<file path="config.mk">
export PLATFORM = sky130hd
export DESIGN_NAME = rczt_queue
export DESIGN_NICKNAME = d
export VERILOG_FILES = /design/src/rczt_pkg.sv /design/src/rczt_queue.sv
export SDC_FILE = /design/constraint.sdc
export NUM_CORES = 1
export LEC_CHECK = 0
export ABC_AREA = 1
export BUFFER_PORTS_ARGS = -buffer_cell sky130_fd_sc_hd__buf_2
export CORE_MARGIN = 2
export CORE_UTILIZATION = 51
export DETAILED_ROUTE_END_ITERATION = 6
export PLACE_DENSITY = 0.84
export RECOVER_POWER = 25
export SYNTH_ARGS = -nofsm -noshare
export SYNTH_HDL_FRONTEND = slang
export SYNTH_SLANG_ARGS = --single-unit
</file>
<file path="constraint.sdc">
create_clock -name clk -period 4 [get_ports clk]
set_input_delay 0 -clock clk [delete_from_list [all_inputs] [get_ports clk]]
set_output_delay 0 -clock clk [all_outputs]
set_load 0.005 [all_outputs]
</file>
<file path="src/rczt_pkg.sv">
// Shared types and constants of the ride calorie and zone tracker
package rczt_pkg;

    localparam int HEART_ZONES_DEF = 5;
    localparam int POWER_ZONES_DEF = 7;
    localparam int HR_TABLE_LEN    = 5;
    localparam int PWR_TABLE_LEN   = 7;

    localparam int CFG_IDX_W  = 3;
    localparam int CFG_DATA_W = 12;
    localparam int ADD_W      = 20;
    localparam int KCAL_W     = 48;
    localparam int ZONE_W     = 3;
    localparam int QUEUE_DEPTH = 4;

    localparam logic [3:0] ZONE_NONE = 4'hF;

    typedef enum logic [CFG_IDX_W-1:0] {
        CFG_WEIGHT   = 3'd0,
        CFG_FEMALE   = 3'd1,
        CFG_AGE      = 3'd2,
        CFG_MAX_HR   = 3'd3,
        CFG_LTHR     = 3'd4,
        CFG_BY_LTHR  = 3'd5,
        CFG_FTP      = 3'd6
    } cfg_index_t;

    typedef enum logic [1:0] {
        SRC_NONE  = 2'd0,
        SRC_POWER = 2'd1,
        SRC_HEART = 2'd2,
        SRC_SPEED = 2'd3
    } kcal_src_t;

    typedef struct packed {
        logic                  we;
        cfg_index_t            index;
        logic [CFG_DATA_W-1:0] data;
    } cfg_wr_t;

    typedef struct packed {
        kcal_src_t         source;
        logic [ADD_W-1:0]  add;
        logic              hr_en;
        logic [ZONE_W-1:0] hr_zone;
        logic              pwr_en;
        logic [ZONE_W-1:0] pwr_zone;
        logic [31:0]       session_ms;
    } q_item_t;

    localparam logic [7:0] HR_PCT_MAX  [HR_TABLE_LEN] = '{8'd50, 8'd60, 8'd70, 8'd80, 8'd90};
    localparam logic [7:0] HR_PCT_LTHR [HR_TABLE_LEN] = '{8'd68, 8'd85, 8'd90, 8'd95, 8'd100};
    localparam logic [7:0] PWR_PCT [PWR_TABLE_LEN] =
        '{8'd0, 8'd55, 8'd75, 8'd90, 8'd105, 8'd120, 8'd150};

    localparam int WEIGHT_DEFAULT = 75;
    localparam int AGE_DEFAULT    = 35;
    localparam int AGE_MAX_KNOWN  = 119;
    localparam int MAXHR_BASE     = 220;
    localparam int MAXHR_DEFAULT  = 180;
    localparam int LTHR_PCT       = 89;
    localparam int PCT_SCALE      = 100;
    localparam int PCT_ROUND      = 50;

    localparam int M_BPM = 6309;
    localparam int M_KG  = 1988;
    localparam int M_AGE = 2017;
    localparam int M_OFS = 550969;
    localparam int F_BPM = 4472;
    localparam int F_KG  = 1263;
    localparam int F_AGE = 740;
    localparam int F_OFS = 204022;

    // Rounded scaled quotients, reduced fractions, reciprocal multiply
    localparam int PWR_SCALE_SH = 15;
    localparam int PWR_BIAS     = 247;
    localparam int PWR_DIV      = 495;
    localparam int PWR_SHIFT    = 37;
    localparam logic [31:0] PWR_RECIP =
        32'(((64'd1 << PWR_SHIFT) + PWR_DIV - 1) / PWR_DIV);

    localparam int HR_SCALE_SH = 10;
    localparam int HR_BIAS     = 19612;
    localparam int HR_DIV      = 39225;
    localparam int HR_SHIFT    = 47;
    localparam logic [31:0] HR_RECIP =
        32'(((64'd1 << HR_SHIFT) + HR_DIV - 1) / HR_DIV);

    localparam int SPD_SCALE_SH = 11;
    localparam int SPD_BIAS     = 562;
    localparam int SPD_DIV      = 1125;
    localparam int SPD_SHIFT    = 38;
    localparam logic [31:0] SPD_RECIP =
        32'(((64'd1 << SPD_SHIFT) + SPD_DIV - 1) / SPD_DIV);

    localparam int LTHR_DIV   = 100;
    localparam int LTHR_SHIFT = 24;
    localparam logic [31:0] LTHR_RECIP =
        32'(((64'd1 << LTHR_SHIFT) + LTHR_DIV - 1) / LTHR_DIV);

endpackage

</file>
<file path="src/rczt_queue.sv">
// Short item queue between the front pipeline and the back accumulator
module rczt_queue
    import rczt_pkg::*;
(
    input  logic    clk,
    input  logic    rst_n,
    input  logic    push_valid,
    input  q_item_t push_item,
    output logic    push_ready,
    output logic    pop_valid,
    output q_item_t pop_item,
    input  logic    pop_ready
);

    localparam int PTR_W = (QUEUE_DEPTH > 1) ? $clog2(QUEUE_DEPTH) : 1;

    q_item_t          mem_reg [QUEUE_DEPTH];
    logic [PTR_W-1:0] wr_ptr_reg, rd_ptr_reg;
    logic [PTR_W:0]   count_reg;
    logic             do_push, do_pop;

    assign push_ready = count_reg != (PTR_W+1)'(QUEUE_DEPTH);
    assign pop_valid  = count_reg != '0;
    assign pop_item   = mem_reg[rd_ptr_reg];
    assign do_push    = push_valid && push_ready;
    assign do_pop     = pop_valid && pop_ready;

    always_ff @(posedge clk or negedge rst_n)
    begin
        if (!rst_n)
        begin
            wr_ptr_reg <= '0;
            rd_ptr_reg <= '0;
            count_reg  <= '0;
        end
        else
        begin
            if (do_push)
                wr_ptr_reg <= (wr_ptr_reg == PTR_W'(QUEUE_DEPTH - 1)) ? '0 : wr_ptr_reg + 1'b1;
            if (do_pop)
                rd_ptr_reg <= (rd_ptr_reg == PTR_W'(QUEUE_DEPTH - 1)) ? '0 : rd_ptr_reg + 1'b1;
            if (do_push && !do_pop)
                count_reg <= count_reg + 1'b1;
            else if (do_pop && !do_push)
                count_reg <= count_reg - 1'b1;
        end
    end

    always_ff @(posedge clk)
    begin
        if (do_push)
            mem_reg[wr_ptr_reg] <= push_item;
    end

endmodule

</file>
==> run metrics <==
outcome finished clean; TritonCTS clock tree built; actual slew at the worst max-slew pin 1.06 ns; die width 149 µm; fin nets 1,045; Crit path max-delay family flip-flops; Gate power share 32.3%; initial antenna violation count 0; Yosys reg bits 255; PwrDens 690 nW/µm²; highest-count cells in the layout ignoring fill and taps 248 x edfxtp_1, 201 x nand2_1, 137 x inv_1; Max Fclk 390 MHz; Fill cells 1,517; total negative slack 0 ns; row count 52; worst path bufs/invs 2; final setup fails 0; root buffer cell clkbuf_16; Syn-to-layout area delta 20.2%; WL per Instance 16.3 µm; synthesis warning total 0; Core Box Area 20,400 µm²; pin count of the biggest net entering global routing 113; post-synthesis net count 855; Initial DRT Pass Iterations 5; Tmin final 2.56 ns; Cell Area, Synth 10,700 µm²; Placed Cells 1,148; sequential power share 42.8%; Reg2Reg Depth 5; max reg flops 248; grt total ovfl 0; worst vdd rail ir drop 478 µV; first-pass GRT wire length 31,800 µm; Hold Slack 0.250 ns; all-layer global routing usage 18.5%; final WL 20,600 µm; met1 WL 8480 µm; Worst slew margin 29.2%; non-filler instance count after layout 1,259; RSZ-0062 raised after global routing no; Die Ht 149 µm; DR iter-0 viols 518; DIE AREA 22,100 µm²; PortBufs 129; dpl hpwl 11,800 µm; # clock sinks 255; metal2 WL 10,200 µm; final instance area 12,800 µm²; r2r setup slk 1.62 ns; Routed Antenna Nets 0; Hold Crit Endpoint mem_reg[0][31]$_DFFE_PP_; io pins 130; vias per inst 5.02; Final Skew 0.0182 ns; Internal 5840 µW; crit share post-route 64.1%; synth unique cells 18; Critical-path top delay cell dfrtp_4; Syn Inst Count 782; routed wl met3 1250 µm; CP max FO 112; average size of a mapped cell 13.6 µm²; Clock Tree Buf Depth 3; # DRC 0; Worst-path clk slew 0.06 ns; r2r endpoint mem_reg[2][15]$_DFFE_PP_; worst skew pair latency 0.53 ns; most common cell after layout, fill and taps aside edfxtp_1; number of diodes 0; Hold WC Path Type input pin to register; sequential share of the synthesized area 71.5%; Final Hold Fails 0; share of cells above drive strength 1 20.6%; routed vias 6,315; switching pwr 3010 µW; Post-CTS Setup Bufs 0; Hold Path Stages 2; Worst R2R Start count_reg[0]$_DFFE_PN0P_; H-tree lvl count 1; most frequent CP cell nand2_1; CTS buffer count 26; CP Data Arrival Time 2.56 ns; gpl congestion 0.782; Critical Path Start Type register; CP Data Required Time 4.00 ns; vias in the first global route 6,377; Initial Util 52.4%; crit path kind register to output port; clock power share 24.9%; Top Metal Used met4; min-delay src push_item[31]; Switching Share 34.0%; Max Cap Viol 0; Slew Limit Fails 0; Crit. End Element output port; crit-path cells buf_12 -> nand2_1 -> o211ai_1 -> nand2_1 -> buf_2; Crit path largest cell delay 0.97 ns; dpl cell area 11,400 µm²; Pleak 0.00505 µW
==> how the worst max path moves through the flow <==
stage | cells past startpoint | to | start
CTS | 5 | pop_item[48] | rd_ptr_reg[1]$_DFFE_PN0P_
floorplan | 4 | mem_reg[0][0]$_DFFE_PP_ | count_reg[0]$_DFFE_PN0P_
global route | 5 | pop_item[25] | rd_ptr_reg[0]$_DFFE_PN0P_
finish | 5 | pop_item[30] | rd_ptr_reg[0]$_DFFE_PN0P_
global placement | 5 | mem_reg[2][8]$_DFFE_PP_ | count_reg[0]$_DFFE_PN0P_
detailed placement | 5 | mem_reg[2][58]$_DFFE_PP_ | count_reg[0]$_DFFE_PN0P_
==> synthesized netlist by cell type <==
cell type / count / share of area (%)
xnor2_1: 1 / 0.082
buf_6: 21 / 2.2
o211ai_1: 61 / 4.3
nor2_1: 6 / 0.21
buf_4: 2 / 0.14
nand4_1: 1 / 0.059
buf_2: 17 / 0.80
inv_2: 1 / 0.035
ha_1: 6 / 0.70
nand3_1: 7 / 0.33
edfxtp_1: 248 / 70
inv_1: 137 / 4.8
buf_8: 1 / 0.14
dfrtp_1: 7 / 1.6
fa_1: 1 / 0.19
o211ai_2: 63 / 7.4
o21ai_0: 1 / 0.047
nand2_1: 201 / 7.1
==> repair_timing <==
item,4_1_cts,5_1_grt
endpoints found under the hold margin,260,0
hold buffers,66,0
resized for setup,0,0
==> per-stage QoR <==
step                      util, %  power [µW]  setup slack [ns]
after floorplan                 -        5810             0.154
after global placement       56.1        6560              1.72
after detailed placement     56.1        6680              1.60
after CTS                    63.2        8940              1.42
after global routing         63.0        9350              1.25
final                        63.0        8850              1.44
==> final cells by class <==
| class | count | area, µm² | area share [%] |
|---|---|---|---|
| inverter | 138 | 518 | 4.04 |
| sequential | 255 | 7630 | 59.5 |
| tap | 270 | 338 | 2.63 |
| multi-input combinational | 348 | 2200 | 17.2 |
| timing repair buffer | 203 | 1360 | 10.6 |
| clock inverter | 12 | 97.6 | 0.761 |
| clock buffer | 33 | 677 | 5.28 |
==> per-layer routing <==
layer,global-route usage (%),vias up
li1,-,3090
met2,32.7,194
met1,22.8,2983
met5,0,-
met3,3.22,48
met4,7.00,0
==> power groups by stage <==
stage / Combinational, µW / Sequential [µW] / Clock, µW
2_1_floorplan: 2090 / 3720 / 0
3_3_place_gp: 2750 / 3810 / 0
3_5_place_dp: 2840 / 3840 / 0
4_1_cts: 2910 / 3790 / 2240
5_1_grt: 3180 / 3840 / 2320
6_report: 2860 / 3790 / 2200
==> kinds of logic (layout without fill, tap and decap cells) <==
kind of cell	Yosys count	count (layout)	share of synthesized area [%]
fa+ha+maj	7	7	0.892
compound gates	125	125	11.7
buf+inv	179	386	8.15
xor+xnor	1	1	0.0821
flops	255	255	71.5
simple gates	215	215	7.67
(Power assumes the default switching activity.)
