==> src/rczt_pkg.sv <==
// Shared types and constants of the ride calorie and zone tracker
package rczt_pkg;

    localparam int HEART_ZONES_DEF = 5;
    localparam int POWER_ZONES_DEF = 7;
    localparam int HR_TABLE_LEN    = 5;
    localparam int PWR_TABLE_LEN   = 7;

    localparam int CFG_IDX_W  = 3;
    localparam int CFG_DATA_W = 12;
    localparam int ADD_W      = 20;
    localparam int KCAL_W     = 48;
    localparam int ZONE_W     = 3;
    localparam int QUEUE_DEPTH = 4;

    localparam logic [3:0] ZONE_NONE = 4'hF;

    typedef enum logic [CFG_IDX_W-1:0] {
        CFG_WEIGHT   = 3'd0,
        CFG_FEMALE   = 3'd1,
        CFG_AGE      = 3'd2,
        CFG_MAX_HR   = 3'd3,
        CFG_LTHR     = 3'd4,
        CFG_BY_LTHR  = 3'd5,
        CFG_FTP      = 3'd6
    } cfg_index_t;

    typedef enum logic [1:0] {
        SRC_NONE  = 2'd0,
        SRC_POWER = 2'd1,
        SRC_HEART = 2'd2,
        SRC_SPEED = 2'd3
    } kcal_src_t;

    typedef struct packed {
        logic                  we;
        cfg_index_t            index;
        logic [CFG_DATA_W-1:0] data;
    } cfg_wr_t;

    typedef struct packed {
        kcal_src_t         source;
        logic [ADD_W-1:0]  add;
        logic              hr_en;
        logic [ZONE_W-1:0] hr_zone;
        logic              pwr_en;
        logic [ZONE_W-1:0] pwr_zone;
        logic [31:0]       session_ms;
    } q_item_t;

    localparam logic [7:0] HR_PCT_MAX  [HR_TABLE_LEN] = '{8'd50, 8'd60, 8'd70, 8'd80, 8'd90};
    localparam logic [7:0] HR_PCT_LTHR [HR_TABLE_LEN] = '{8'd68, 8'd85, 8'd90, 8'd95, 8'd100};
    localparam logic [7:0] PWR_PCT [PWR_TABLE_LEN] =
        '{8'd0, 8'd55, 8'd75, 8'd90, 8'd105, 8'd120, 8'd150};

    localparam int WEIGHT_DEFAULT = 75;
    localparam int AGE_DEFAULT    = 35;
    localparam int AGE_MAX_KNOWN  = 119;
    localparam int MAXHR_BASE     = 220;
    localparam int MAXHR_DEFAULT  = 180;
    localparam int LTHR_PCT       = 89;
    localparam int PCT_SCALE      = 100;
    localparam int PCT_ROUND      = 50;

    localparam int M_BPM = 6309;
    localparam int M_KG  = 1988;
    localparam int M_AGE = 2017;
    localparam int M_OFS = 550969;
    localparam int F_BPM = 4472;
    localparam int F_KG  = 1263;
    localparam int F_AGE = 740;
    localparam int F_OFS = 204022;

    // Rounded scaled quotients, reduced fractions, reciprocal multiply
    localparam int PWR_SCALE_SH = 15;
    localparam int PWR_BIAS     = 247;
    localparam int PWR_DIV      = 495;
    localparam int PWR_SHIFT    = 37;
    localparam logic [31:0] PWR_RECIP =
        32'(((64'd1 << PWR_SHIFT) + PWR_DIV - 1) / PWR_DIV);

    localparam int HR_SCALE_SH = 10;
    localparam int HR_BIAS     = 19612;
    localparam int HR_DIV      = 39225;
    localparam int HR_SHIFT    = 47;
    localparam logic [31:0] HR_RECIP =
        32'(((64'd1 << HR_SHIFT) + HR_DIV - 1) / HR_DIV);

    localparam int SPD_SCALE_SH = 11;
    localparam int SPD_BIAS     = 562;
    localparam int SPD_DIV      = 1125;
    localparam int SPD_SHIFT    = 38;
    localparam logic [31:0] SPD_RECIP =
        32'(((64'd1 << SPD_SHIFT) + SPD_DIV - 1) / SPD_DIV);

    localparam int LTHR_DIV   = 100;
    localparam int LTHR_SHIFT = 24;
    localparam logic [31:0] LTHR_RECIP =
        32'(((64'd1 << LTHR_SHIFT) + LTHR_DIV - 1) / LTHR_DIV);

endpackage

==> src/rczt_if.sv <==


interface rczt_report_if;
    logic               valid;
    logic               ready;
    logic [47:0]        kcal_total_q16;
    logic [1:0]         kcal_source;
    logic signed [3:0]  hr_zone_now;
    logic [31:0]        hr_zone_time_ms;
    logic signed [3:0]  power_zone_now;
    logic [31:0]        power_zone_time_ms;
    logic [31:0]        zone_since_ms;

    modport source (
        output valid, kcal_total_q16, kcal_source, hr_zone_now, hr_zone_time_ms,
               power_zone_now, power_zone_time_ms, zone_since_ms,
        input  ready
    );
    modport sink (
        input  valid, kcal_total_q16, kcal_source, hr_zone_now, hr_zone_time_ms,
               power_zone_now, power_zone_time_ms, zone_since_ms,
        output ready
    );
endinterface

==> src/rczt_back.sv <==
// Back end: calorie total, zone time counters, zone change time, report register
module rczt_back
    import rczt_pkg::*;
#(
    parameter int HEART_ZONES = HEART_ZONES_DEF,
    parameter int POWER_ZONES = POWER_ZONES_DEF
)(
    input  logic            clk,
    input  logic            rst_n,
    input  logic            pop_valid,
    input  q_item_t         pop_item,
    output logic            pop_ready,
    rczt_report_if.source   report
);

    localparam int HZ_IW = $clog2(HEART_ZONES + 1);
    localparam int PZ_IW = $clog2(POWER_ZONES + 1);
    localparam logic [31:0] TICK_MS = 32'd1000;

    logic [KCAL_W-1:0] kcal_reg, kcal_next;
    logic [31:0]       hr_times_reg  [HEART_ZONES + 1];
    logic [31:0]       pwr_times_reg [POWER_ZONES + 1];
    logic              last_valid_reg, last_valid_next;
    logic [ZONE_W-1:0] last_zone_reg;
    logic [31:0]       changed_at_reg, changed_at_next;

    logic              out_valid_reg;
    logic [1:0]        src_out_reg;
    logic [3:0]        hr_zone_out_reg, pwr_zone_out_reg;
    logic [31:0]       hr_time_out_reg, pwr_time_out_reg, since_out_reg;

    logic              take;
    logic [KCAL_W:0]   kcal_sum;
    logic [HZ_IW-1:0]  hr_idx;
    logic [PZ_IW-1:0]  pwr_idx;
    logic [31:0]       hr_cur, pwr_cur, hr_next, pwr_next;
    logic              zone_changed;

    assign pop_ready = !out_valid_reg || report.ready;
    assign take      = pop_valid && pop_ready;

    always_comb
    begin
        kcal_sum  = {1'b0, kcal_reg} + (KCAL_W+1)'(pop_item.add);
        kcal_next = kcal_sum[KCAL_W] ? '1 : kcal_sum[KCAL_W-1:0];

        hr_idx  = pop_item.hr_zone[HZ_IW-1:0];
        pwr_idx = pop_item.pwr_zone[PZ_IW-1:0];
        hr_cur  = hr_times_reg[hr_idx];
        pwr_cur = pwr_times_reg[pwr_idx];
        hr_next  = (hr_cur > 32'hFFFF_FFFF - TICK_MS) ? '1 : hr_cur + TICK_MS;
        pwr_next = (pwr_cur > 32'hFFFF_FFFF - TICK_MS) ? '1 : pwr_cur + TICK_MS;

        zone_changed    = pop_item.hr_en && (!last_valid_reg || pop_item.hr_zone != last_zone_reg);
        changed_at_next = zone_changed ? pop_item.session_ms : changed_at_reg;
        last_valid_next = last_valid_reg || pop_item.hr_en;
    end

    always_ff @(posedge clk or negedge rst_n)
    begin
        if (!rst_n)
        begin
            kcal_reg       <= '0;
            last_valid_reg <= 1'b0;
            last_zone_reg  <= '0;
            changed_at_reg <= '0;
            out_valid_reg  <= 1'b0;
            for (int i = 0; i <= HEART_ZONES; i++)
                hr_times_reg[i] <= '0;
            for (int i = 0; i <= POWER_ZONES; i++)
                pwr_times_reg[i] <= '0;
        end
        else
        begin
            if (take)
            begin
                kcal_reg       <= kcal_next;
                last_valid_reg <= last_valid_next;
                changed_at_reg <= changed_at_next;
                if (zone_changed)
                    last_zone_reg <= pop_item.hr_zone;
                if (pop_item.hr_en)
                    hr_times_reg[hr_idx] <= hr_next;
                if (pop_item.pwr_en)
                    pwr_times_reg[pwr_idx] <= pwr_next;
                out_valid_reg <= 1'b1;
            end
            else if (report.ready)
                out_valid_reg <= 1'b0;
        end
    end

    always_ff @(posedge clk)
    begin
        if (take)
        begin
            src_out_reg      <= pop_item.source;
            hr_zone_out_reg  <= pop_item.hr_en ? {1'b0, pop_item.hr_zone} : ZONE_NONE;
            hr_time_out_reg  <= pop_item.hr_en ? hr_next : '0;
            pwr_zone_out_reg <= pop_item.pwr_en ? {1'b0, pop_item.pwr_zone} : ZONE_NONE;
            pwr_time_out_reg <= pop_item.pwr_en ? pwr_next : '0;
            since_out_reg    <= last_valid_next ? pop_item.session_ms - changed_at_next : '0;
        end
    end

    assign report.valid              = out_valid_reg;
    assign report.kcal_total_q16     = kcal_reg;
    assign report.kcal_source        = src_out_reg;
    assign report.hr_zone_now        = $signed(hr_zone_out_reg);
    assign report.hr_zone_time_ms    = hr_time_out_reg;
    assign report.power_zone_now     = $signed(pwr_zone_out_reg);
    assign report.power_zone_time_ms = pwr_time_out_reg;
    assign report.zone_since_ms      = since_out_reg;

endmodule

==> src/flat_wrapper.sv <==
// flat-port wrapper written by rule: the top's interface ports become plain ports
module rczt_back_flat import rczt_pkg::*;
#(
    parameter int HEART_ZONES = HEART_ZONES_DEF,
    parameter int POWER_ZONES = POWER_ZONES_DEF
)
  (clk, rst_n, pop_valid, pop_item, pop_ready, report_valid, report_kcal_total_q16, report_kcal_source, report_hr_zone_now, report_hr_zone_time_ms, report_power_zone_now, report_power_zone_time_ms, report_zone_since_ms, report_ready);
  rczt_report_if report_i ();
  input  logic clk;
  input  logic rst_n;
  input  logic pop_valid;
  input  q_item_t pop_item;
  output logic pop_ready;
  output wire logic [$bits(report_i.valid)-1:0] report_valid;
  output wire logic [$bits(report_i.kcal_total_q16)-1:0] report_kcal_total_q16;
  output wire logic [$bits(report_i.kcal_source)-1:0] report_kcal_source;
  output wire logic [$bits(report_i.hr_zone_now)-1:0] report_hr_zone_now;
  output wire logic [$bits(report_i.hr_zone_time_ms)-1:0] report_hr_zone_time_ms;
  output wire logic [$bits(report_i.power_zone_now)-1:0] report_power_zone_now;
  output wire logic [$bits(report_i.power_zone_time_ms)-1:0] report_power_zone_time_ms;
  output wire logic [$bits(report_i.zone_since_ms)-1:0] report_zone_since_ms;
  input wire logic [$bits(report_i.ready)-1:0] report_ready;
  assign report_valid = report_i.valid;
  assign report_kcal_total_q16 = report_i.kcal_total_q16;
  assign report_kcal_source = report_i.kcal_source;
  assign report_hr_zone_now = report_i.hr_zone_now;
  assign report_hr_zone_time_ms = report_i.hr_zone_time_ms;
  assign report_power_zone_now = report_i.power_zone_now;
  assign report_power_zone_time_ms = report_i.power_zone_time_ms;
  assign report_zone_since_ms = report_i.zone_since_ms;
  assign report_i.ready = report_ready;
  rczt_back #(.HEART_ZONES(HEART_ZONES), .POWER_ZONES(POWER_ZONES)) u_core (.clk(clk), .rst_n(rst_n), .pop_valid(pop_valid), .pop_item(pop_item), .pop_ready(pop_ready), .report(report_i));
endmodule
==> config.mk <==
export PLATFORM = sky130hd
export DESIGN_NAME = rczt_back_flat
export DESIGN_NICKNAME = d
export VERILOG_FILES = /design/src/rczt_pkg.sv /design/src/rczt_if.sv /design/src/rczt_back.sv /design/src/flat_wrapper.sv
export SDC_FILE = /design/constraint.sdc
export NUM_CORES = 1
export LEC_CHECK = 0
export ABC_AREA = 0
export ABC_CLOCK_PERIOD_IN_PS = 12500
export BUFFER_PORTS_ARGS = -buffer_cell sky130_fd_sc_hd__buf_2
export CORE_ASPECT_RATIO = 1.4
export CORE_MARGIN = 1.5
export CORE_UTILIZATION = 45
export CTS_BUF_LIST = sky130_fd_sc_hd__clkbuf_2 sky130_fd_sc_hd__clkbuf_4 sky130_fd_sc_hd__clkbuf_8
export DETAILED_ROUTE_END_ITERATION = 6
export GPL_ROUTABILITY_DRIVEN = 0
export PLACE_DENSITY = 0.71
export SYNTH_ARGS = -nofsm -noshare
export SYNTH_HDL_FRONTEND = slang
export SYNTH_SLANG_ARGS = --single-unit
export TNS_END_PERCENT = 30
==> constraint.sdc <==
create_clock -name clk -period 12.5 [get_ports clk]
set_input_delay 1.875 -clock clk [delete_from_list [all_inputs] [get_ports clk]]
set_output_delay 1.875 -clock clk [all_outputs]
set_load 0.01 [all_outputs]
==> results.yml <==
synth:
  yosys_warnings: 0
  ys_seq_area_frac: 0.513
  synthTopCellsByArea: "dfrtp_1 41%, edfxtp_1 9.9%, nand2_1 6.6%"
  synth_flop_cell: "dfrtp_1"
  synth_largest_area_cell: "dfrtp_1"
  synth_edf_count: 106
  netlist.area_leader.share: 0.414
  synth_fp_nets: 3284
  synth-seq-cells: 639
  synth_cell_types: 103
  synthesis.area_um2: 32200
  avgSynthCellArea_um2: 10.1
  syn_inst: 3177
  async_flop_share: 0.834
grt:
  grt_pass1_wl_um: 137000
  grt_pass1_vias: 24552
  grt_max_degree: 170
  antenna_found_initial: 7
  grt_usage: 0.235
  grt_overflow: 0
finish:
  final_nets: 3454
  layout.cells.non_filler: 4374
  utilization: 0.512
  drive_gt1_frac: 0.207
  synthToLayoutAreaGrowth_pct: 12.0
  largest_reg_flops: 256
critical_path:
  crit_family: "compound AO/OA/AOI/OAI gates"
  cp.required_ns: 12.97
  cpPeakStageDelay_ns: 0.81
  cp_cell_sequence: "buf_2 -> xor2_1 -> o41a_2 -> mux2i_1 -> ha_1 -> nand3_1 -> a21oi_1 -> o311ai_0 -> a311oi_1 -> a21oi_1 -> o311ai_1 -> a41oi_1 -> xor2_1 -> nor2_1"
  critPathKind: "input pin to register"
  arrival_ns: 6.81
  start_kind: "input pin"
  critical_path_buf_inv_count: 1
  critPathSlowestCell: "o41a_2"
  cp-end-kind: "register"
  crit_fanout: 44
clocking:
  cts_sinks: 639
  cts_tree: "yes"
  insertion_delay_ns: 0.77
  cts-root-buf: "clkbuf_8"
  cts_max_path_buffers: 3
  clkTransAtPathRegs_ns: 0.07
  cts_hold_buf: 0
  post_cts_resized: 0
  post_cts_buffers: 0
  numCtsBuffers: 101
  cts_max_level: 3
timing:
  hold_ws_ns: 0.477
  setup_tns_ns: 0
  rsz0062_at_grt: "no"
  finalSetupViolCount: 0
  finalCriticalPeriod_ns: 6.34
  fin_skew_ns: 0.0768
  hold_viol_final: 0
  fin_ws_ns: 6.16
  timing.slew.headroom: 0.231
  slew_viol_final: 0
  fmax_mhz: 158
  period_share: 0.507
  worst_slew_pin_slew_ns: 1.14
routing:
  drc: 0
  wirelength_um: 85700
  drt-wirelength-per-cell_um: 19.6
  vias: 24572
  dr.pass1.iters: 5
  via_per_inst: 5.62
  antenna_left: 0
  drtIter0Drc: 1787
placement:
  io_buffers: 221
  dp_hpwl_um: 55500
  dp_cells: 4180
  place_worst_setup_slack_ns: 5.54
pwr:
  power_frac_clock: 0.308
  power_frac_comb: 0.253
  powerDensity_nw_per_um2: 169
  p_leak_uw: 0.0159
  netSwitchingPower_uw: 2010
  p_int_uw: 4100
  vdd_drop_max_v: 0.0000922
  power_frac_seq: 0.439
  power_switching_share: 0.329
outcome:
  status: "finished clean"
floorplan:
  num_rows: 115
  dieArea_um2: 73200
  die_y_um: 320
  fp.dieW_um: 229
  start_util: 0.457
  core_um2: 70500
  ios: 222
hold_path:
  holdCritPathClass: "register to register"
job:
  drv_cap: 0
## synth_stat cells, types with 45 or more instances
master	count
nor2_1	202
dfrtp_1	533
o21ai_0	292
xor2_1	57
edfxtp_1	106
mux2_2	121
inv_1	45
o21ai_1	149
a21oi_1	86
nand2_1	563
clkbuf_1	130
mux2i_1	75
nand3_1	46
xnor2_1	53
## power by group through the flow
stage                     sequential, µW  clock, µW  combinational, µW
final                               2680       1880               1550
after global routing                2720       2020               1730
after CTS                           2680       1930               1550
after detailed placement            2710          0               1550
after global placement              2700          0               1510
after floorplan                     2690          0               1090
## worst min-delay path, cell delays in order, from the launching register on
cell and delay (ns):
dfrtp_1 0.34, nand2_1 0.04, o21ai_0 0.06
## logic make-up (layout without fill, tap and decap cells)
logic type / Yosys count / after routing / synth area share
buf+inv: 240 / 495 / 0.0344
other cells: 0 / 6 / 0
fa+ha+maj: 54 / 54 / 0.0204
simple gates: 1098 / 1098 / 0.162
mux: 231 / 231 / 0.0886
flops: 639 / 639 / 0.513
compound gates: 805 / 805 / 0.152
xor+xnor: 110 / 110 / 0.0299
## cells in the final DEF (no fill, tap or decap), types with 24 or more instances in the layout
cell	synthesis	routed
mux2_2	121	121
ha_1	39	39
xor2_1	57	57
and3_1	24	24
a21oi_1	86	86
mux4_2	31	31
clkbuf_4	0	35
nor2_1	202	201
buf_4	18	38
dfrtp_1	533	533
and2_1	28	28
o31ai_1	27	27
a22oi_1	29	29
inv_1	45	44
edfxtp_1	106	106
nand2_1	563	554
mux2i_1	75	75
nor3_1	38	38
xnor2_1	53	53
nor2b_1	35	35
nand3_1	46	44
buf_2	24	219
o21ai_0	292	292
o21ai_1	149	149
clkbuf_8	0	120
a31oi_1	28	28
## layer usage
layer  vias to the layer above  global-route usage  wire length (µm)
li1                      11658                   -                 -
met5                         -                   0                 0
met1                     12015               0.292             35500
met4                         0              0.0920              2660
met2                       723               0.408             43300
met3                       176              0.0373              4240
## final cells by class
cell class                      count  area (µm²)
Antenna cell                        6        15.0
Clock buffer                      155        1910
Clock inverter                     33         228
Fill cell                        6491       34400
Inverter                           48         185
Multi-Input combinational cell   2298       14600
Sequential cell                   639       16500
Tap cell                          936        1170
Timing Repair Buffer              259        1420
## path summary, 6_finish.rpt
path | startpoint | end | slack [ns] | cells after the start
worst max-delay path | pop_item[36] | u_core.report.zone_since_ms[26] | 6.16 | 14
worst min-delay path | u_core.hr_times_reg[167] | u_core.hr_times_reg[167] | 0.48 | 2
worst max register to register | u_core.last_zone_reg[2] | u_core.report.zone_since_ms[26] | 7.24 | 13
worst min register to register | u_core.hr_times_reg[167] | u_core.hr_times_reg[167] | 0.48 | 2
max in group asynchronous | rst_n | u_core.pwr_times_reg[75] | 8.82 | 3
min in group asynchronous | rst_n | u_core.report.kcal_total_q16[40] | 1.17 | 1
## per-stage QoR
stage                     total power, µW  area (µm²)
final                                6110       36100
after global routing                 6470       36100
after CTS                            6160       36100
after detailed placement             4260       33900
after global placement               4220       33900
after floorplan                      3790       32200
(Power assumes the default switching activity.)
