===== src/rczt_pkg.sv =====
// Shared types and constants of the ride calorie and zone tracker
package rczt_pkg;

    localparam int HEART_ZONES_DEF = 5;
    localparam int POWER_ZONES_DEF = 7;
    localparam int HR_TABLE_LEN    = 5;
    localparam int PWR_TABLE_LEN   = 7;

    localparam int CFG_IDX_W  = 3;
    localparam int CFG_DATA_W = 12;
    localparam int ADD_W      = 20;
    localparam int KCAL_W     = 48;
    localparam int ZONE_W     = 3;
    localparam int QUEUE_DEPTH = 4;

    localparam logic [3:0] ZONE_NONE = 4'hF;

    typedef enum logic [CFG_IDX_W-1:0] {
        CFG_WEIGHT   = 3'd0,
        CFG_FEMALE   = 3'd1,
        CFG_AGE      = 3'd2,
        CFG_MAX_HR   = 3'd3,
        CFG_LTHR     = 3'd4,
        CFG_BY_LTHR  = 3'd5,
        CFG_FTP      = 3'd6
    } cfg_index_t;

    typedef enum logic [1:0] {
        SRC_NONE  = 2'd0,
        SRC_POWER = 2'd1,
        SRC_HEART = 2'd2,
        SRC_SPEED = 2'd3
    } kcal_src_t;

    typedef struct packed {
        logic                  we;
        cfg_index_t            index;
        logic [CFG_DATA_W-1:0] data;
    } cfg_wr_t;

    typedef struct packed {
        kcal_src_t         source;
        logic [ADD_W-1:0]  add;
        logic              hr_en;
        logic [ZONE_W-1:0] hr_zone;
        logic              pwr_en;
        logic [ZONE_W-1:0] pwr_zone;
        logic [31:0]       session_ms;
    } q_item_t;

    localparam logic [7:0] HR_PCT_MAX  [HR_TABLE_LEN] = '{8'd50, 8'd60, 8'd70, 8'd80, 8'd90};
    localparam logic [7:0] HR_PCT_LTHR [HR_TABLE_LEN] = '{8'd68, 8'd85, 8'd90, 8'd95, 8'd100};
    localparam logic [7:0] PWR_PCT [PWR_TABLE_LEN] =
        '{8'd0, 8'd55, 8'd75, 8'd90, 8'd105, 8'd120, 8'd150};

    localparam int WEIGHT_DEFAULT = 75;
    localparam int AGE_DEFAULT    = 35;
    localparam int AGE_MAX_KNOWN  = 119;
    localparam int MAXHR_BASE     = 220;
    localparam int MAXHR_DEFAULT  = 180;
    localparam int LTHR_PCT       = 89;
    localparam int PCT_SCALE      = 100;
    localparam int PCT_ROUND      = 50;

    localparam int M_BPM = 6309;
    localparam int M_KG  = 1988;
    localparam int M_AGE = 2017;
    localparam int M_OFS = 550969;
    localparam int F_BPM = 4472;
    localparam int F_KG  = 1263;
    localparam int F_AGE = 740;
    localparam int F_OFS = 204022;

    // Rounded scaled quotients, reduced fractions, reciprocal multiply
    localparam int PWR_SCALE_SH = 15;
    localparam int PWR_BIAS     = 247;
    localparam int PWR_DIV      = 495;
    localparam int PWR_SHIFT    = 37;
    localparam logic [31:0] PWR_RECIP =
        32'(((64'd1 << PWR_SHIFT) + PWR_DIV - 1) / PWR_DIV);

    localparam int HR_SCALE_SH = 10;
    localparam int HR_BIAS     = 19612;
    localparam int HR_DIV      = 39225;
    localparam int HR_SHIFT    = 47;
    localparam logic [31:0] HR_RECIP =
        32'(((64'd1 << HR_SHIFT) + HR_DIV - 1) / HR_DIV);

    localparam int SPD_SCALE_SH = 11;
    localparam int SPD_BIAS     = 562;
    localparam int SPD_DIV      = 1125;
    localparam int SPD_SHIFT    = 38;
    localparam logic [31:0] SPD_RECIP =
        32'(((64'd1 << SPD_SHIFT) + SPD_DIV - 1) / SPD_DIV);

    localparam int LTHR_DIV   = 100;
    localparam int LTHR_SHIFT = 24;
    localparam logic [31:0] LTHR_RECIP =
        32'(((64'd1 << LTHR_SHIFT) + LTHR_DIV - 1) / LTHR_DIV);

endpackage


===== src/rczt_if.sv =====
// Item channel interfaces of the tracker: sample input and report output
interface rczt_sample_if;
    logic        valid;
    logic        ready;
    logic        paused;
    logic        power_live;
    logic [11:0] power_watts;
    logic        hr_live;
    logic [7:0]  heart_bpm;
    logic        speed_sensor_live;
    logic [10:0] sensor_speed;
    logic        gps_fresh;
    logic [10:0] gps_speed;
    logic [31:0] session_ms;

    modport source (
        output valid, paused, power_live, power_watts, hr_live, heart_bpm,
               speed_sensor_live, sensor_speed, gps_fresh, gps_speed, session_ms,
        input  ready
    );
    modport sink (
        input  valid, paused, power_live, power_watts, hr_live, heart_bpm,
               speed_sensor_live, sensor_speed, gps_fresh, gps_speed, session_ms,
        output ready
    );
endinterface



===== src/rczt_front.sv =====
// Front pipeline: config registers, calorie source choice, burn and zone classification
module rczt_front
    import rczt_pkg::*;
#(
    parameter int HEART_ZONES = HEART_ZONES_DEF,
    parameter int POWER_ZONES = POWER_ZONES_DEF
)(
    input  logic         clk,
    input  logic         rst_n,
    input  cfg_wr_t      cfg,
    rczt_sample_if.sink  sample,
    output logic         push_valid,
    output q_item_t      push_item,
    input  logic         push_ready
);

    localparam int HR_N  = (HEART_ZONES < HR_TABLE_LEN) ? HEART_ZONES : HR_TABLE_LEN;
    localparam int PWR_N = (POWER_ZONES < PWR_TABLE_LEN) ? POWER_ZONES : PWR_TABLE_LEN;

    function automatic logic [7:0] met_tenths(input logic [10:0] s);
        logic [7:0] m;
        if (s == 11'd0)        m = 8'd0;
        else if (s < 11'd160)  m = 8'd42;
        else if (s < 11'd192)  m = 8'd63;
        else if (s < 11'd224)  m = 8'd84;
        else if (s < 11'd256)  m = 8'd105;
        else if (s < 11'd306)  m = 8'd126;
        else if (s < 11'd320)  m = 8'd147;
        else                   m = 8'd168;
        return m;
    endfunction

    logic [7:0]  weight_reg;
    logic        female_reg;
    logic [6:0]  age_reg;
    logic [7:0]  max_hr_reg;
    logic [7:0]  lthr_reg;
    logic        by_lthr_reg;
    logic [11:0] ftp_reg;

    always_ff @(posedge clk or negedge rst_n)
    begin
        if (!rst_n)
        begin
            weight_reg  <= '0;
            female_reg  <= 1'b0;
            age_reg     <= '0;
            max_hr_reg  <= '0;
            lthr_reg    <= '0;
            by_lthr_reg <= 1'b0;
            ftp_reg     <= '0;
        end
        else if (cfg.we)
        begin
            unique case (cfg.index)
                CFG_WEIGHT:  weight_reg  <= cfg.data[7:0];
                CFG_FEMALE:  female_reg  <= cfg.data[0];
                CFG_AGE:     age_reg     <= cfg.data[6:0];
                CFG_MAX_HR:  max_hr_reg  <= cfg.data[7:0];
                CFG_LTHR:    lthr_reg    <= cfg.data[7:0];
                CFG_BY_LTHR: by_lthr_reg <= cfg.data[0];
                CFG_FTP:     ftp_reg     <= cfg.data[11:0];
                default:     ;
            endcase
        end
    end

    logic adv;
    logic s1_valid_reg, s2_valid_reg, s3_valid_reg, s4_valid_reg;

    assign adv          = !s4_valid_reg || push_ready;
    assign sample.ready = adv;
    assign push_valid   = s4_valid_reg;

    always_ff @(posedge clk or negedge rst_n)
    begin
        if (!rst_n)
        begin
            s1_valid_reg <= 1'b0;
            s2_valid_reg <= 1'b0;
            s3_valid_reg <= 1'b0;
            s4_valid_reg <= 1'b0;
        end
        else if (adv)
        begin
            s1_valid_reg <= sample.valid;
            s2_valid_reg <= s1_valid_reg;
            s3_valid_reg <= s2_valid_reg;
            s4_valid_reg <= s3_valid_reg;
        end
    end

    // Stage 1: rider defaults, heart-rate terms, speed MET
    logic [6:0]  known_age;
    logic [6:0]  age_cal;
    logic [7:0]  kg;
    logic [7:0]  maxhr_next;
    logic [14:0] lthr_num_next;
    logic [10:0] spd;
    logic [7:0]  met;
    logic [21:0] hr_pos_next, hr_neg_next;
    logic [26:0] x_p_next;
    logic [15:0] mk_next;

    always_comb
    begin
        known_age = (age_reg >= 7'd1 && age_reg <= 7'(AGE_MAX_KNOWN)) ? age_reg : 7'd0;
        age_cal   = (known_age != 7'd0) ? known_age : 7'(AGE_DEFAULT);
        kg        = (weight_reg != 8'd0) ? weight_reg : 8'(WEIGHT_DEFAULT);
        if (max_hr_reg != 8'd0)
            maxhr_next = max_hr_reg;
        else if (known_age != 7'd0)
            maxhr_next = 8'(MAXHR_BASE) - {1'b0, known_age};
        else
            maxhr_next = 8'(MAXHR_DEFAULT);
        lthr_num_next = 15'(maxhr_next) * 15'(LTHR_PCT) + 15'(PCT_ROUND);
        spd = sample.speed_sensor_live ? sample.sensor_speed : sample.gps_speed;
        met = met_tenths(spd);
        mk_next = 16'(met) * 16'(kg);
        if (female_reg)
        begin
            hr_pos_next = 22'(sample.heart_bpm) * 22'(F_BPM) + 22'(age_cal) * 22'(F_AGE);
            hr_neg_next = 22'(kg) * 22'(F_KG) + 22'(F_OFS);
        end
        else
        begin
            hr_pos_next = 22'(sample.heart_bpm) * 22'(M_BPM) + 22'(kg) * 22'(M_KG)
                        + 22'(age_cal) * 22'(M_AGE);
            hr_neg_next = 22'(M_OFS);
        end
        x_p_next = {sample.power_watts, {PWR_SCALE_SH{1'b0}}} + 27'(PWR_BIAS);
    end

    logic        s1_paused_reg, s1_power_live_reg, s1_hr_live_reg, s1_spd_live_reg;
    logic [11:0] s1_watts_reg;
    logic [7:0]  s1_bpm_reg;
    logic [31:0] s1_session_reg;
    logic [7:0]  s1_maxhr_reg;
    logic [14:0] s1_lthr_num_reg;
    logic [21:0] s1_hr_pos_reg, s1_hr_neg_reg;
    logic [26:0] s1_x_p_reg;
    logic [15:0] s1_mk_reg;

    always_ff @(posedge clk)
    begin
        if (adv)
        begin
            s1_paused_reg     <= sample.paused;
            s1_power_live_reg <= sample.power_live;
            s1_hr_live_reg    <= sample.hr_live;
            s1_spd_live_reg   <= sample.speed_sensor_live || sample.gps_fresh;
            s1_watts_reg      <= sample.power_watts;
            s1_bpm_reg        <= sample.heart_bpm;
            s1_session_reg    <= sample.session_ms;
            s1_maxhr_reg      <= maxhr_next;
            s1_lthr_num_reg   <= lthr_num_next;
            s1_hr_pos_reg     <= hr_pos_next;
            s1_hr_neg_reg     <= hr_neg_next;
            s1_x_p_reg        <= x_p_next;
            s1_mk_reg         <= mk_next;
        end
    end

    // Stage 2: threshold rate, scaled numerators
    logic [32:0] lthr_prod;
    logic [7:0]  lthr_next;
    logic        hr_ok_next;
    logic [20:0] hr_n;
    logic [30:0] x_hr_next;
    logic [26:0] x_s_next;

    always_comb
    begin
        lthr_prod  = 33'(s1_lthr_num_reg) * 33'(LTHR_RECIP);
        lthr_next  = (lthr_reg != 8'd0) ? lthr_reg : 8'(lthr_prod >> LTHR_SHIFT);
        hr_ok_next = s1_hr_pos_reg > s1_hr_neg_reg;
        hr_n       = 21'(s1_hr_pos_reg - s1_hr_neg_reg);
        x_hr_next  = {hr_n, {HR_SCALE_SH{1'b0}}} + 31'(HR_BIAS);
        x_s_next   = {s1_mk_reg, {SPD_SCALE_SH{1'b0}}} + 27'(SPD_BIAS);
    end

    logic        s2_paused_reg, s2_power_live_reg, s2_hr_live_reg, s2_spd_live_reg;
    logic [11:0] s2_watts_reg;
    logic [7:0]  s2_bpm_reg;
    logic [31:0] s2_session_reg;
    logic [7:0]  s2_maxhr_reg, s2_lthr_reg;
    logic        s2_hr_ok_reg;
    logic [26:0] s2_x_p_reg, s2_x_s_reg;
    logic [30:0] s2_x_hr_reg;

    always_ff @(posedge clk)
    begin
        if (adv)
        begin
            s2_paused_reg     <= s1_paused_reg;
            s2_power_live_reg <= s1_power_live_reg;
            s2_hr_live_reg    <= s1_hr_live_reg;
            s2_spd_live_reg   <= s1_spd_live_reg;
            s2_watts_reg      <= s1_watts_reg;
            s2_bpm_reg        <= s1_bpm_reg;
            s2_session_reg    <= s1_session_reg;
            s2_maxhr_reg      <= s1_maxhr_reg;
            s2_lthr_reg       <= lthr_next;
            s2_hr_ok_reg      <= hr_ok_next;
            s2_x_p_reg        <= s1_x_p_reg;
            s2_x_s_reg        <= x_s_next;
            s2_x_hr_reg       <= x_hr_next;
        end
    end

    // Stage 3: quotients, source choice, zones
    logic [58:0]       prod_p, prod_s;
    logic [62:0]       prod_hr;
    kcal_src_t         source_next;
    logic [7:0]        hr_ref;
    logic [7:0]        hr_pct;
    logic [14:0]       bpm_scaled;
    logic [15:0]       hr_low;
    logic [ZONE_W-1:0] hr_zone_next;
    logic [18:0]       w_scaled;
    logic [19:0]       pwr_low;
    logic [ZONE_W-1:0] pwr_zone_next;

    always_comb
    begin
        prod_p  = 59'(s2_x_p_reg) * 59'(PWR_RECIP);
        prod_hr = 63'(s2_x_hr_reg) * 63'(HR_RECIP);
        prod_s  = 59'(s2_x_s_reg) * 59'(SPD_RECIP);

        if (s2_paused_reg)
            source_next = SRC_NONE;
        else if (s2_power_live_reg)
            source_next = SRC_POWER;
        else if (s2_hr_live_reg && s2_bpm_reg != 8'd0)
            source_next = SRC_HEART;
        else if (s2_spd_live_reg)
            source_next = SRC_SPEED;
        else
            source_next = SRC_NONE;

        hr_ref       = by_lthr_reg ? s2_lthr_reg : s2_maxhr_reg;
        bpm_scaled   = 15'(s2_bpm_reg) * 15'(PCT_SCALE) + 15'(PCT_ROUND);
        hr_zone_next = '0;
        for (int i = 1; i <= HR_N; i++)
        begin
            hr_pct = by_lthr_reg ? HR_PCT_LTHR[i-1] : HR_PCT_MAX[i-1];
            hr_low = 16'(hr_ref) * 16'(hr_pct);
            if (16'(bpm_scaled) > hr_low)
                hr_zone_next = ZONE_W'(i);
        end

        w_scaled      = 19'(s2_watts_reg) * 19'(PCT_SCALE) + 19'(PCT_ROUND);
        pwr_zone_next = '0;
        for (int i = 1; i <= PWR_N; i++)
        begin
            pwr_low = 20'(ftp_reg) * 20'(PWR_PCT[i-1]);
            if (20'(w_scaled) > pwr_low)
                pwr_zone_next = ZONE_W'(i);
        end
    end

    kcal_src_t         s3_source_reg;
    logic [ADD_W-1:0]  s3_add_p_reg, s3_add_hr_reg, s3_add_s_reg;
    logic              s3_hr_en_reg, s3_pwr_en_reg;
    logic [ZONE_W-1:0] s3_hr_zone_reg, s3_pwr_zone_reg;
    logic [31:0]       s3_session_reg;

    always_ff @(posedge clk)
    begin
        if (adv)
        begin
            s3_source_reg   <= source_next;
            s3_add_p_reg    <= ADD_W'(prod_p >> PWR_SHIFT);
            s3_add_hr_reg   <= s2_hr_ok_reg ? ADD_W'(prod_hr >> HR_SHIFT) : '0;
            s3_add_s_reg    <= ADD_W'(prod_s >> SPD_SHIFT);
            s3_hr_en_reg    <= !s2_paused_reg && s2_hr_live_reg;
            s3_pwr_en_reg   <= !s2_paused_reg && s2_power_live_reg && (ftp_reg != 12'd0);
            s3_hr_zone_reg  <= hr_zone_next;
            s3_pwr_zone_reg <= pwr_zone_next;
            s3_session_reg  <= s2_session_reg;
        end
    end

    // Stage 4: pick the burn of the chosen source
    q_item_t item_next;

    always_comb
    begin
        item_next.source     = s3_source_reg;
        item_next.hr_en      = s3_hr_en_reg;
        item_next.hr_zone    = s3_hr_zone_reg;
        item_next.pwr_en     = s3_pwr_en_reg;
        item_next.pwr_zone   = s3_pwr_zone_reg;
        item_next.session_ms = s3_session_reg;
        case (s3_source_reg)
            SRC_POWER: item_next.add = s3_add_p_reg;
            SRC_HEART: item_next.add = s3_add_hr_reg;
            SRC_SPEED: item_next.add = s3_add_s_reg;
            default:   item_next.add = '0;
        endcase
    end

    q_item_t item_reg;

    always_ff @(posedge clk)
    begin
        if (adv)
            item_reg <= item_next;
    end

    assign push_item = item_reg;

endmodule


===== src/flat_wrapper.sv =====
// flat-port wrapper written by rule: the top's interface ports become plain ports
module rczt_front_flat import rczt_pkg::*;
#(
    parameter int HEART_ZONES = HEART_ZONES_DEF,
    parameter int POWER_ZONES = POWER_ZONES_DEF
)
  (clk, rst_n, cfg, push_valid, push_item, push_ready, sample_valid, sample_paused, sample_power_live, sample_power_watts, sample_hr_live, sample_heart_bpm, sample_speed_sensor_live, sample_sensor_speed, sample_gps_fresh, sample_gps_speed, sample_session_ms, sample_ready);
  rczt_sample_if sample_i ();
  input  logic clk;
  input  logic rst_n;
  input  cfg_wr_t cfg;
  output logic push_valid;
  output q_item_t push_item;
  input  logic push_ready;
  input wire logic [$bits(sample_i.valid)-1:0] sample_valid;
  input wire logic [$bits(sample_i.paused)-1:0] sample_paused;
  input wire logic [$bits(sample_i.power_live)-1:0] sample_power_live;
  input wire logic [$bits(sample_i.power_watts)-1:0] sample_power_watts;
  input wire logic [$bits(sample_i.hr_live)-1:0] sample_hr_live;
  input wire logic [$bits(sample_i.heart_bpm)-1:0] sample_heart_bpm;
  input wire logic [$bits(sample_i.speed_sensor_live)-1:0] sample_speed_sensor_live;
  input wire logic [$bits(sample_i.sensor_speed)-1:0] sample_sensor_speed;
  input wire logic [$bits(sample_i.gps_fresh)-1:0] sample_gps_fresh;
  input wire logic [$bits(sample_i.gps_speed)-1:0] sample_gps_speed;
  input wire logic [$bits(sample_i.session_ms)-1:0] sample_session_ms;
  output wire logic [$bits(sample_i.ready)-1:0] sample_ready;
  assign sample_i.valid = sample_valid;
  assign sample_i.paused = sample_paused;
  assign sample_i.power_live = sample_power_live;
  assign sample_i.power_watts = sample_power_watts;
  assign sample_i.hr_live = sample_hr_live;
  assign sample_i.heart_bpm = sample_heart_bpm;
  assign sample_i.speed_sensor_live = sample_speed_sensor_live;
  assign sample_i.sensor_speed = sample_sensor_speed;
  assign sample_i.gps_fresh = sample_gps_fresh;
  assign sample_i.gps_speed = sample_gps_speed;
  assign sample_i.session_ms = sample_session_ms;
  assign sample_ready = sample_i.ready;
  rczt_front #(.HEART_ZONES(HEART_ZONES), .POWER_ZONES(POWER_ZONES)) u_core (.clk(clk), .rst_n(rst_n), .cfg(cfg), .sample(sample_i), .push_valid(push_valid), .push_item(push_item), .push_ready(push_ready));
endmodule

===== config.mk =====
export PLATFORM = sky130hd
export DESIGN_NAME = rczt_front_flat
export DESIGN_NICKNAME = d
export VERILOG_FILES = /design/src/rczt_pkg.sv /design/src/rczt_if.sv /design/src/rczt_front.sv /design/src/flat_wrapper.sv
export SDC_FILE = /design/constraint.sdc
export NUM_CORES = 2
export LEC_CHECK = 0
export BUFFER_PORTS_ARGS = -buffer_cell sky130_fd_sc_hd__buf_2
export CAP_MARGIN = 30
export CORE_MARGIN = 3
export CORE_UTILIZATION = 67
export CTS_CLUSTER_SIZE = 40
export DETAILED_ROUTE_END_ITERATION = 8
export HOLD_SLACK_MARGIN = 0.08
export PLACE_DENSITY = 0.88
export SLEW_MARGIN = 10
export SYNTH_ARGS = -nofsm -noshare
export SYNTH_HDL_FRONTEND = slang
export SYNTH_SLANG_ARGS = --single-unit
export TNS_END_PERCENT = 100

===== constraint.sdc =====
create_clock -name clk -period 30.4 [get_ports clk]
set_input_delay 4.56 -clock clk [delete_from_list [all_inputs] [get_ports clk]]
set_output_delay 4.56 -clock clk [all_outputs]
set_load 0.01 [all_outputs]

==> load_flow_metrics.sql <==
INSERT INTO impl_metrics (metric_group, metric, value, unit) VALUES
('clock_tree', 'postCtsResizedCells', '0', ''),
('die', 'design.core.area', '112800', 'um^2'),
('logic_synthesis', 'synth.lib_cells_used.distinct', '91', ''),
('global_route', 'grt_antenna_before_repair', '4', ''),
('routing', 'drc_errors', '0', ''),
('logic_synthesis', 'synthSimpleGateAreaFrac', '0.06499', ''),
('logic_synthesis', 'main_combinational_cell_family_by_area_after_synthesis', 'adder cells', ''),
('logic_synthesis', 'synth_adder_area_share', '0.5406', ''),
('critical_path', 'r2r_slack', '21.42', 'ns'),
('timing', 'finalSetupViolCount', '0', ''),
('logic_synthesis', 'synth_area_per_cell', '10.38', 'um^2'),
('logic_synthesis', 'synthMuxAreaShare', '0.01073', ''),
('critical_path', 'cp_data_arrival_time', '10.97', 'ns'),
('global_route', 'gr-usage-all-layers', '0.3253', ''),
('clock_tree', 'clock_path_buffers', '3', ''),
('cells_and_area', 'number_of_flip_flops_under_the_largest_register_name', '61', ''),
('critical_path', 'crit-reg2reg-capture', 'u_core.s1_hr_pos_reg[21]', ''),
('place', 'io_buffers', '161', ''),
('cells_and_area', 'layout-drive-gt1-share', '0.05087', ''),
('global_route', 'first_global_vias', '57450', ''),
('timing', 'finalHoldViolations', '0', ''),
('critical_path', 'path_max_fanout', '13', ''),
('cells_and_area', 'fillers', '7763', ''),
('clock_tree', 'cts-htree-levels', '2', ''),
('timing', 'worst_pin_slew', '1.049', 'ns'),
('clock_tree', 'cts_root_buf', 'clkbuf_16', ''),
('cells_and_area', 'areaGrowthSynthToFinish', '5.978', '%'),
('min_path', 'hold_start', 'u_core.s2_session_reg[13]', ''),
('die', 'io_pins', '163', ''),
('logic_synthesis', 'yosysSeqAreaShare', '0.1737', ''),
('cells_and_area', 'seq_area', '13270', 'um^2'),
('timing', 'final.setup.tns', '0', 'ns'),
('clock_tree', 'clk_pin_slew', '0.06', 'ns'),
('routing', 'route.antenna.remaining_nets', '0', ''),
('timing', 'fmax', '0.09446', 'GHz'),
('place', 'routabilityCongestion', '0.9870', ''),
('critical_path', 'end_kind', 'flop', ''),
('status', 'status', 'complete, no violations', ''),
('logic_synthesis', 'synth.yosys.warnings', '0', ''),
('clock_tree', 'cts_tree', 'yes', ''),
('clock_tree', 'ctsHoldBuffers', '0', ''),
('logic_synthesis', 'synth_ff_type', 'edfxtp_1', ''),
('logic_synthesis', 'synth-async-reset-ratio', '0.1089', ''),
('clock_tree', 'clock_insertion_delay_worst_skew', '0.67', 'ns'),
('timing', 'layout_min_cycle_time', '10.59', 'ns'),
('routing', 'ratio_of_routed_vias_to_standard_cells', '5.889', ''),
('logic_synthesis', 'postSynthCellCount', '7358', ''),
('die', 'die-width', '343.6', 'um'),
('clock_tree', 'cts.sinks', '450', ''),
('timing', 'report.final.slew_viol_count', '0', ''),
('logic_synthesis', 'compound_gate_fraction_of_synth_area', '0.08316', ''),
('global_route', 'grt_start_max_net_pins', '164', ''),
('die', 'floorplan.initialDensity', '0.6770', ''),
('logic_synthesis', 'number_of_synthesized_flops_with_an_enable_pin', '401', ''),
('timing', 'clock-skew-final', '0.04943', 'ns'),
('critical_path', 'number_of_cells_on_the_worst_reg_to_reg_path', '31', ''),
('logic_synthesis', 'yosys_register_bits', '450', ''),
('timing', 'slew_headroom', '0.2985', ''),
('global_route', 'grt_pass1_wl', '301.9', 'mm'),
('min_path', 'worst_hold_path.endpoint', 'u_core.s3_session_reg[13]', ''),
('critical_path', 'crit_path_start_kind', 'input port', ''),
('global_route', 'overflow', '0', ''),
('routing', 'routed_wl', '186.3', 'mm'),
('routing', 'drt-wirelength-per-cell', '20.45', 'um'),
('min_path', 'min_path_type', 'reg -> reg', ''),
('clock_tree', 'postCtsSetupBuffers', '0', ''),
('cells_and_area', 'multi_input_area', '56370', 'um^2'),
('timing', 'fin_crit_sh', '0.3482', ''),
('critical_path', 'r2r_start', 'u_core.weight_reg[2]', ''),
('die', 'placement_rows', '123', ''),
('critical_path', 'required', '30.78', 'ns'),
('place', 'detailedPlacementHpwl', '157.5', 'mm'),
('job', 'cap_viol_max_count', '0', ''),
('die', 'floorplan.die_area', '118100', 'um^2'),
('timing', 'grt_setup_unrepaired', 'no', ''),
('die', 'die_y', '343.6', 'um'),
('routing', 'detailroute.via_count', '53660', ''),
('routing', 'firstDrtPassIters', '7', ''),
('logic_synthesis', 'synth-xor-area-share', '0.03785', ''),
('critical_path', 'critical_path_class', 'in -> reg', ''),
('min_path', 'min_path_cells', '0', ''),
('routing', 'first_iter_violations', '3835', ''),
('cells_and_area', 'finalNetCount', '10390', ''),
('logic_synthesis', 'netlist_area', '76370', 'um^2'),
('clock_tree', 'tritoncts.num_buffers', '52', '');
==> final cells by class <==
type,count,area share
Tap cell,1500,0.02319
Antenna cell,3,0.00009276
Clock inverter,33,0.004792
Inverter,1757,0.08149
Timing Repair Buffer,199,0.01377
Multi-Input combinational cell,5113,0.6965
Clock buffer,56,0.01626
Sequential cell,450,0.1639
==> worst max-delay path by stage <==
stage / from / endpoint / slack [ns] / depth (start not counted)
detailed placement: sample_speed_sensor_live / u_core.s1_mk_reg[13] / 19.42 / 23
floorplan: push_ready / sample_ready / 11.56 / 1
finish: sample_speed_sensor_live / u_core.s1_mk_reg[13] / 19.81 / 23
global placement: sample_speed_sensor_live / u_core.s1_mk_reg[13] / 19.29 / 23
global route: sample_speed_sensor_live / u_core.s1_mk_reg[15] / 19.55 / 23
CTS: sample_speed_sensor_live / u_core.s1_mk_reg[13] / 20.07 / 23
==> metal layers <==
| metal | up-vias | track usage | share of wire |
|---|---|---|---|
| met4 | 0 | 0.1263 | 0.044 |
| met2 | 2046 | 0.5282 | 0.47 |
| met5 | - | 0 | 0 |
| met1 | 26400 | 0.4348 | 0.41 |
| met3 | 468 | 0.06075 | 0.078 |
| li1 | 24740 | - | - |
==> cell families (layout without fill, tap and decap cells) <==
kind of cell               after synthesis  after routing
adders and majority gates             2715           2715
and+or+nand+nor                       1007           1007
DFF                                    450            450
AOI/OAI and AO/OA                      973            973
buffers and inverters                 1807           2045
muxes                                   74             74
other                                    2             17
xor gates and xnor gates               330            330
==> cell usage in the layout, fill, tap and decap left out, drive strengths merged, types with 56 or more instances in the layout <==
| cell type | Yosys | routed |
|---|---|---|
| o21ai | 199 | 199 |
| nor3 | 91 | 91 |
| nor2 | 244 | 244 |
| ha | 1741 | 1741 |
| clkbuf | 46 | 56 |
| mux2 | 63 | 63 |
| nand3 | 81 | 81 |
| nand2 | 253 | 253 |
| a21o | 139 | 139 |
| a21oi | 282 | 282 |
| xor2 | 122 | 122 |
| nor2b | 67 | 67 |
| xnor2 | 208 | 208 |
| fa | 974 | 974 |
| nand2b | 68 | 68 |
| inv | 1757 | 1760 |
| o21a | 62 | 62 |
| buf | 4 | 199 |
| edfxtp | 401 | 401 |
==> cells in the mapped netlist, types with 81 or more instances <==
| cell type | n | area share |
|---|---|---|
| inv_1 | 1757 | 0.086 |
| ha_1 | 1741 | 0.29 |
| fa_1 | 974 | 0.26 |
| edfxtp_1 | 401 | 0.16 |
| a21oi_1 | 281 | 0.018 |
| nand2_1 | 253 | 0.012 |
| nor2_1 | 244 | 0.012 |
| xnor2_1 | 208 | 0.024 |
| o21ai_0 | 194 | 0.013 |
| a21o_1 | 139 | 0.014 |
| xor2_1 | 122 | 0.014 |
| nor3_1 | 91 | 0.0060 |
| nand3_1 | 81 | 0.0053 |
==> critical path, cell delays in order <==
cell	delay, ns
buf_2	0.18
o31ai_1	0.51
nand2_1	0.27
nor2_1	0.22
nor4bb_1	0.58
a211oi_1	0.23
and2_1	0.27
fa_1	0.48
fa_1	0.57
inv_1	0.06
fa_1	0.46
fa_1	0.55
inv_1	0.04
ha_1	0.33
o21ai_0	0.11
a21boi_0	0.26
o21ai_0	0.14
a21boi_0	0.28
o21ai_0	0.17
a21boi_0	0.27
o21ai_0	0.14
nor2b_1	0.16
xnor2_1	0.12
==> metrics by stage <==
| step | hold slack, ns | std cells | cell area [um^2] | setup slack [ns] | util |
|---|---|---|---|---|---|
| finish | 0.4164 | 9111 | 80930 | 19.81 | 0.7175 |
| global route | 0.4231 | 9111 | 80930 | 19.55 | 0.7175 |
| CTS | 0.4162 | 9103 | 80870 | 20.07 | 0.7169 |
| detailed placement | 0.4045 | 9014 | 79170 | 19.42 | 0.7018 |
| global placement | 0.4004 | 9009 | 79140 | 19.29 | 0.7015 |
| floorplan | 0.4003 | 7370 | 76410 | 11.56 | - |
Power is left out: the tool's default activity adds up to more than one toggle a clock period on the data nets, which glitch-free logic cannot reach.
